[config.mk]
export PLATFORM = sky130hd
export DESIGN_NAME = keyed_record_stack
export DESIGN_NICKNAME = d
export VERILOG_FILES = /design/src/rtl/krs_pkg.sv /design/src/rtl/keyed_record_stack.sv /design/src/rtl/krs_ram.sv
export SDC_FILE = /design/constraint.sdc
export NUM_CORES = 2
export LEC_CHECK = 0
export BUFFER_PORTS_ARGS = -buffer_cell sky130_fd_sc_hd__buf_2
export CORE_MARGIN = 1.5
export CORE_UTILIZATION = 50
export DETAILED_ROUTE_END_ITERATION = 10
export PLACE_DENSITY = 0.74
export SETUP_SLACK_MARGIN = 0.4
export SYNTH_ARGS = -nofsm -noshare
export SYNTH_HDL_FRONTEND = slang
export SYNTH_HIERARCHICAL = 1
export SYNTH_SLANG_ARGS = --single-unit
[constraint.sdc]
create_clock -name clk -period 6.5 [get_ports clk]
set_input_delay 0.325 -clock clk [delete_from_list [all_inputs] [get_ports clk]]
set_output_delay 0.325 -clock clk [all_outputs]
set_load 0.02 [all_outputs]
[src/rtl/krs_pkg.sv]
// keyed record stack: shared constants, operation and status codes
// no dependencies; imported by the top level and the testbench
`timescale 1ns / 1ps

package krs_pkg;

	// store geometry
	localparam int DEPTH  = 64;
	localparam int ADDR_W = (DEPTH > 1) ? $clog2(DEPTH) : 1;
	localparam int CNT_W  = $clog2(DEPTH + 1);

	// item field widths
	localparam int OP_W   = 3;
	localparam int KEY_W  = 16;
	localparam int PAY_W  = 32;
	localparam int STAT_W = 2;
	localparam int OCC_W  = 7;
	localparam int REC_W  = KEY_W + PAY_W;

	// operation codes
	localparam logic [OP_W-1:0] OP_PUSH   = 3'd0;
	localparam logic [OP_W-1:0] OP_POP    = 3'd1;
	localparam logic [OP_W-1:0] OP_PEEK   = 3'd2;
	localparam logic [OP_W-1:0] OP_SEARCH = 3'd3;
	localparam logic [OP_W-1:0] OP_UPDATE = 3'd4;
	localparam logic [OP_W-1:0] OP_DELETE = 3'd5;

	// status codes
	localparam logic [STAT_W-1:0] ST_OK       = 2'd0;
	localparam logic [STAT_W-1:0] ST_FULL     = 2'd1;
	localparam logic [STAT_W-1:0] ST_EMPTY    = 2'd2;
	localparam logic [STAT_W-1:0] ST_NOTFOUND = 2'd3;

endpackage

[src/rtl/keyed_record_stack.sv]
// keyed record stack: top level with sequencer and shared key comparator
// depends on krs_pkg and krs_ram
`timescale 1ns / 1ps

// A last-in-first-out store of up to DEPTH records (16-bit key, 32-bit
// payload). An item is taken when start is high and busy is low; its single
// result appears on status, found_key, found_payload and occupancy for one
// cycle while done is high, and must be captured then, as the next item
// overwrites it. Push, any unused operation code, and pop or peek on an empty
// store answer in the cycle after the item is taken, with busy staying
// low. Pop and peek on a non-empty store answer after the S_TOP state,
// for the ram read. Search, update and delete walk the stored records
// through the one ram read port and one key comparator, one record per
// cycle, with busy high until they answer; search ends early at the
// first hit from the top. Delete compacts in place through the ram write
// port during the same walk. No clearing pass is needed at reset.

module keyed_record_stack
(
	input  logic                       clk,
	input  logic                       arst_n,
	input  logic                       start,
	output logic                       busy,
	input  logic [krs_pkg::OP_W-1:0]   operation,
	input  logic [krs_pkg::KEY_W-1:0]  record_key,
	input  logic [krs_pkg::PAY_W-1:0]  record_payload,
	output logic                       done,
	output logic [krs_pkg::STAT_W-1:0] status,
	output logic [krs_pkg::KEY_W-1:0]  found_key,
	output logic [krs_pkg::PAY_W-1:0]  found_payload,
	output logic [krs_pkg::OCC_W-1:0]  occupancy
);

	import krs_pkg::*;

	typedef enum logic [1:0] {
		S_IDLE,
		S_TOP,
		S_SCAN
	} state_t;

	state_t              state_q;
	logic [OP_W-1:0]     op_q;
	logic [KEY_W-1:0]    key_q;
	logic [PAY_W-1:0]    payload_q;
	logic [CNT_W-1:0]    count_q;
	logic [ADDR_W-1:0]   iss_idx_q;
	logic [CNT_W-1:0]    iss_left_q;
	logic                chk_vld_s1;
	logic [ADDR_W-1:0]   chk_idx_s1;
	logic [CNT_W-1:0]    wr_ptr_q;
	logic                hit_q;
	logic                done_q;
	logic [STAT_W-1:0]   status_q;
	logic [KEY_W-1:0]    found_key_q;
	logic [PAY_W-1:0]    found_payload_q;
	logic [OCC_W-1:0]    occupancy_q;

	logic                ram_wr_en;
	logic [ADDR_W-1:0]   ram_wr_addr;
	logic [REC_W-1:0]    ram_wr_data;
	logic [ADDR_W-1:0]   ram_rd_addr;
	logic [REC_W-1:0]    ram_rd_data;
	logic [KEY_W-1:0]    rd_key;
	logic [PAY_W-1:0]    rd_payload;
	logic                key_match;
	logic                is_full;
	logic                is_empty;

	assign rd_key     = ram_rd_data[REC_W-1:PAY_W];
	assign rd_payload = ram_rd_data[PAY_W-1:0];
	assign key_match  = (rd_key == key_q);
	assign is_full    = (count_q >= CNT_W'(DEPTH));
	assign is_empty   = (count_q == '0);

	// record store: key in the upper bits, payload below
	krs_ram #(
		.WIDTH (REC_W),
		.DEPTH (DEPTH),
		.AW    (ADDR_W)
	) u_store (
		.clk     (clk),
		.wr_en   (ram_wr_en),
		.wr_addr (ram_wr_addr),
		.wr_data (ram_wr_data),
		.rd_addr (ram_rd_addr),
		.rd_data (ram_rd_data)
	);

	// ram port steering
	always_comb begin
		ram_rd_addr = iss_idx_q;
		ram_wr_en   = 1'b0;
		ram_wr_addr = chk_idx_s1;
		ram_wr_data = {rd_key, payload_q};
		unique case (state_q)
			S_IDLE: begin
				ram_rd_addr = ADDR_W'(count_q - 1'b1);
				if (start && (operation == OP_PUSH) && !is_full) begin
					ram_wr_en   = 1'b1;
					ram_wr_addr = ADDR_W'(count_q);
					ram_wr_data = {record_key, record_payload};
				end
			end
			S_SCAN: begin
				if (chk_vld_s1) begin
					if ((op_q == OP_UPDATE) && key_match) begin
						ram_wr_en   = 1'b1;
						ram_wr_addr = chk_idx_s1;
						ram_wr_data = {rd_key, payload_q};
					end else if ((op_q == OP_DELETE) && !key_match) begin
						ram_wr_en   = 1'b1;
						ram_wr_addr = ADDR_W'(wr_ptr_q);
						ram_wr_data = ram_rd_data;
					end
				end
			end
			default: begin
			end
		endcase
	end

	// sequencer, entry count and registered result
	always_ff @(posedge clk or negedge arst_n) begin
		if (!arst_n) begin
			state_q         <= S_IDLE;
			op_q            <= '0;
			key_q           <= '0;
			payload_q       <= '0;
			count_q         <= '0;
			iss_idx_q       <= '0;
			iss_left_q      <= '0;
			chk_vld_s1      <= 1'b0;
			chk_idx_s1      <= '0;
			wr_ptr_q        <= '0;
			hit_q           <= 1'b0;
			done_q          <= 1'b0;
			status_q        <= ST_OK;
			found_key_q     <= '0;
			found_payload_q <= '0;
			occupancy_q     <= '0;
		end else begin
			done_q <= 1'b0;
			unique case (state_q)
				S_IDLE: begin
					if (start) begin
						op_q            <= operation;
						key_q           <= record_key;
						payload_q       <= record_payload;
						found_key_q     <= '0;
						found_payload_q <= '0;
						occupancy_q     <= OCC_W'(count_q);
						unique case (operation)
							OP_PUSH: begin
								done_q <= 1'b1;
								if (is_full) begin
									status_q <= ST_FULL;
								end else begin
									status_q    <= ST_OK;
									count_q     <= count_q + 1'b1;
									occupancy_q <= OCC_W'(count_q + 1'b1);
								end
							end
							OP_POP, OP_PEEK: begin
								if (is_empty) begin
									done_q   <= 1'b1;
									status_q <= ST_EMPTY;
								end else begin
									state_q <= S_TOP;
								end
							end
							OP_SEARCH, OP_UPDATE, OP_DELETE: begin
								state_q    <= S_SCAN;
								iss_left_q <= count_q;
								iss_idx_q  <= (operation == OP_SEARCH) ?
								              ADDR_W'(count_q - 1'b1) : '0;
								chk_vld_s1 <= 1'b0;
								wr_ptr_q   <= '0;
								hit_q      <= 1'b0;
							end
							default: begin
								done_q   <= 1'b1;
								status_q <= ST_OK;
							end
						endcase
					end
				end
				S_TOP: begin
					// top record is on the read port now
					done_q          <= 1'b1;
					status_q        <= ST_OK;
					found_key_q     <= rd_key;
					found_payload_q <= rd_payload;
					if (op_q == OP_POP) begin
						count_q     <= count_q - 1'b1;
						occupancy_q <= OCC_W'(count_q - 1'b1);
					end
					state_q <= S_IDLE;
				end
				S_SCAN: begin
					// issue the next read, check the one that came back
					if (iss_left_q != '0) begin
						chk_vld_s1 <= 1'b1;
						chk_idx_s1 <= iss_idx_q;
						iss_left_q <= iss_left_q - 1'b1;
						iss_idx_q  <= (op_q == OP_SEARCH) ? iss_idx_q - 1'b1 :
						              iss_idx_q + 1'b1;
					end else begin
						chk_vld_s1 <= 1'b0;
					end
					if (chk_vld_s1) begin
						if (key_match) begin
							hit_q <= 1'b1;
						end else if (op_q == OP_DELETE) begin
							wr_ptr_q <= wr_ptr_q + 1'b1;
						end
					end
					priority if ((op_q == OP_SEARCH) && chk_vld_s1 && key_match) begin
						// topmost hit ends the search early
						done_q          <= 1'b1;
						status_q        <= ST_OK;
						found_key_q     <= rd_key;
						found_payload_q <= rd_payload;
						state_q         <= S_IDLE;
					end else if ((iss_left_q == '0) && !chk_vld_s1) begin
						done_q   <= 1'b1;
						status_q <= hit_q ? ST_OK : ST_NOTFOUND;
						if (op_q == OP_DELETE) begin
							count_q     <= wr_ptr_q;
							occupancy_q <= OCC_W'(wr_ptr_q);
						end
						state_q <= S_IDLE;
					end else begin
					end
				end
				default: begin
					state_q <= S_IDLE;
				end
			endcase
		end
	end

	assign busy          = (state_q != S_IDLE);
	assign done          = done_q;
	assign status        = status_q;
	assign found_key     = found_key_q;
	assign found_payload = found_payload_q;
	assign occupancy     = occupancy_q;

endmodule

[src/rtl/krs_ram.sv]
// keyed record stack: generic simple dual-port ram, registered read
// no dependencies; one write port and one read port
`timescale 1ns / 1ps

module krs_ram #(
	parameter int WIDTH = 8,
	parameter int DEPTH = 16,
	parameter int AW    = (DEPTH > 1) ? $clog2(DEPTH) : 1
) (
	input  logic             clk,
	input  logic             wr_en,
	input  logic [AW-1:0]    wr_addr,
	input  logic [WIDTH-1:0] wr_data,
	input  logic [AW-1:0]    rd_addr,
	output logic [WIDTH-1:0] rd_data
);

	logic [WIDTH-1:0] mem_q [DEPTH];
	logic [WIDTH-1:0] rd_data_q;

	// write port and registered read port
	always_ff @(posedge clk) begin
		if (wr_en) begin
			mem_q[wr_addr] <= wr_data;
		end
		rd_data_q <= mem_q[rd_addr];
	end

	assign rd_data = rd_data_q;

endmodule

==> qor.csv <==
metric,value,unit
Die W,505.5,um
fin crit share,87.65,%
final core occ,57.17,%
Final ANT Viol Nets,0,
"Remaining Overflow, GRT",0,
met1 usage,38.39,%
clk sinks,3259,
antenna violations before repair,29,
Syn Area/Cell,20.58,um2
Synthesis Warnings,6,
I/O pin count,113,
total wire length,356.8,mm
status,completed,
TritonCTS clock tree,yes,
RSZ-0062 raised after global routing,no,
Core Box Area,251200,um2
Resized Gates After CTS,0,
distinct cell type count after synthesis,73,
htree depth,5,
Die Y,505.5,um
global-route met3 utilization,8.185,%
IO buf count,112,
Clock Path Buffers,4,
# fillers,17590,
fin area,143600,um2
Total GRT Usage,27.81,%
Rel. slew slack,20.08,%
WL/cell,35.26,um
via count,67550,
max-cap viol count,0,
Setup Crit Path Kind,register to register,
Final Setup Violations,0,
Least-Margin Pin Slew,1.199,ns
multi-input combinational cell area,28430,um2
Syn Inst Count,6134,
fmax,175.5,MHz
layout cells sized above 1,26.48,%
Detail Placement HPWL,214.2,mm
cts bufs inserted,329,
WP data required,7.04,ns
largest net degree at the start of global routing,88,
CP Max Fanout,48,
Initial DRC Count,11160,
Startpoint Class,register,
routability congestion estimate,0.9483,
dpl cell area,132700,um2
mapped cell area,126200,um2
Fin Setup TNS,0,ns
crit path time final,5.697,ns
Clock Tree Root,clkbuf_16,
crit path capture type,register,
met2 Use GR,41.97,%
Die ar.,255500,um2
Initial Util,50.26,%
number of global-route vias before repair,66260,
worst-skew pair later-pin latency,0.96,ns
Mapped Nets,6202,
Post-synth EDFFs,3072,
Hold WC Path Type,input pin to register,
pins over their slew limit,0,
clock slew at reported path FFs,0.07,ns
# DRC,0,
WP data arrival,6.24,ns
"Seq/Total Area, Yosys",76.59,%
first-pass GRT wire length,502.4,mm
busiest grt layer,met2,
"flops & latches, synth",3259,
DR pass1 iterations,6,
"Primary FF master, synth",edfxtp_1,
Clock Skew,0.05877,ns
final hold violation count,0,
Async SR Flop Fraction,4.265,%
Layout Nets,6589,
Row Count,184,
register area,96690,um2
area grow syn2layout,13.75,%
Via density,6.675,
-- cell usage in the layout (no fill, tap or decap), types with 69 or more instances in the layout --
| master | count |
|---|---|
| mux2i_1 | 202 |
| nand3_1 | 187 |
| edfxtp_1 | 3072 |
| mux2_2 | 126 |
| o22ai_1 | 136 |
| mux4_2 | 672 |
| nor2_4 | 69 |
| nand2_1 | 186 |
| clkbuf_16 | 336 |
| dfrtp_1 | 139 |
| o21ai_0 | 94 |
| buf_4 | 215 |
| a22oi_1 | 120 |
| buf_2 | 111 |
-- critical path: stages, from the launching register on --
cell      delay (ns)
dfrtp_1         0.39
xnor2_1         0.37
nand4_2         0.28
o41ai_4         0.88
or2_2           0.57
buf_4           0.50
o211ai_1        0.43
nor2_1          0.28
nand2_1         0.57
nor2_4          0.25
buf_4           0.66
-- sequential cells by signal, summed over array words and instances (netlist names) --
signal           count
chk_idx_s1           6
chk_vld_s1           1
done                 1
found_key           16
found_payload       32
hit_q                1
iss_idx_q            6
iss_left_q           7
key_q               16
occupancy            7
op_q                 3
payload_q           32
state_q              2
status               2
u_store/mem_q     3072
u_store/rd_data     48
wr_ptr_q             7
-- final cells by class --
type / count / area share [%]
Clock buffer: 411 / 6.107
Antenna cell: 10 / 0.01743
Multi-Input combinational cell: 2470 / 19.80
Clock inverter: 160 / 1.062
Timing Repair Buffer: 441 / 2.711
Tap cell: 3348 / 2.917
Inverter: 20 / 0.05228
Sequential cell: 3259 / 67.33
-- metrics by stage --
step	hold WS [ns]	setup WS (ns)	cells
3_5_place_dp	0.4230	1.100	9481
3_3_place_gp	0.4269	1.028	9481
4_1_cts	0.07996	0.9791	10110
6_report	0.1352	0.8030	10120
5_1_grt	0.1615	0.7709	10110
2_1_floorplan	0.02941	0.8934	6134
-- logic make-up (layout without fill, tap and decap cells) --
family          after synthesis  after routing  share of synthesized area [%]
compound gates              680            680                          3.754
xor+xnor                     30             30                         0.2141
fa+ha+maj                    14             14                         0.1447
buf+inv                     405           1032                          1.696
flops                      3259           3259                          76.59
mux                        1000           1000                          14.71
other cells                   0             10                              0
simple gates                746            746                          2.883
-- cells in the mapped netlist, drive strengths merged, types with 13 or more instances --
cell       n  area [um2]
nor2     137       516.8
nor2b     29       181.4
mux2     126        1419
a22o      20       175.2
o221ai    38       332.8
ha        13       162.7
o21ai    142       710.7
xnor2     26       235.2
o211ai    30       225.2
mux4     672       15130
o22ai    136       850.8
buf      194        1349
mux2i    202        2022
a21oi     48       244.0
inv       20       75.07
a221o     29       290.3
nand3    219        1096
a211oi    45       337.8
nand4     70       450.4
or2       18       112.6
nand2b    15       93.84
o22a      19       166.4
a311o     17       170.2
clkbuf   191       716.9
nand2    190       713.2
and3      24       150.1
a22oi    121       913.4
dfrtp    139        3478
dfxtp     48       960.9
edfxtp  3072       92250
-- timing repair --
action                                 4_1_cts  5_1_grt
buffers inserted                             0        0
hold buffers                                57        0
endpoints found under the hold margin      130        0
-- metal layers --
| layer | vias up | share of wire (%) |
|---|---|---|
| li1 | 26390 | - |
| met1 | 35320 | 36 |
| met5 | - | 0.035 |
| met4 | 20 | 4.4 |
| met2 | 5014 | 46 |
| met3 | 804 | 14 |
-- final timing paths --
kind / startpoint / end / slack, ns / cells after the start
hold reg to reg: u_store/rd_data[2] / found_payload[2] / 0.45 / 2
setup reg to reg: key_q[3] / u_store/mem_q[11][3] / 0.80 / 10
max in group asynchronous: arst_n / found_payload[23] / 4.15 / 4
setup / recovery: key_q[3] / u_store/mem_q[11][3] / 0.80 / 10
hold / removal: start / state_q[1] / 0.14 / 5
min in group asynchronous: arst_n / iss_idx_q[0] / 0.53 / 3
Power is left out: the tool's default activity adds up to more than one toggle a clock period on the data nets, which glitch-free logic cannot reach.
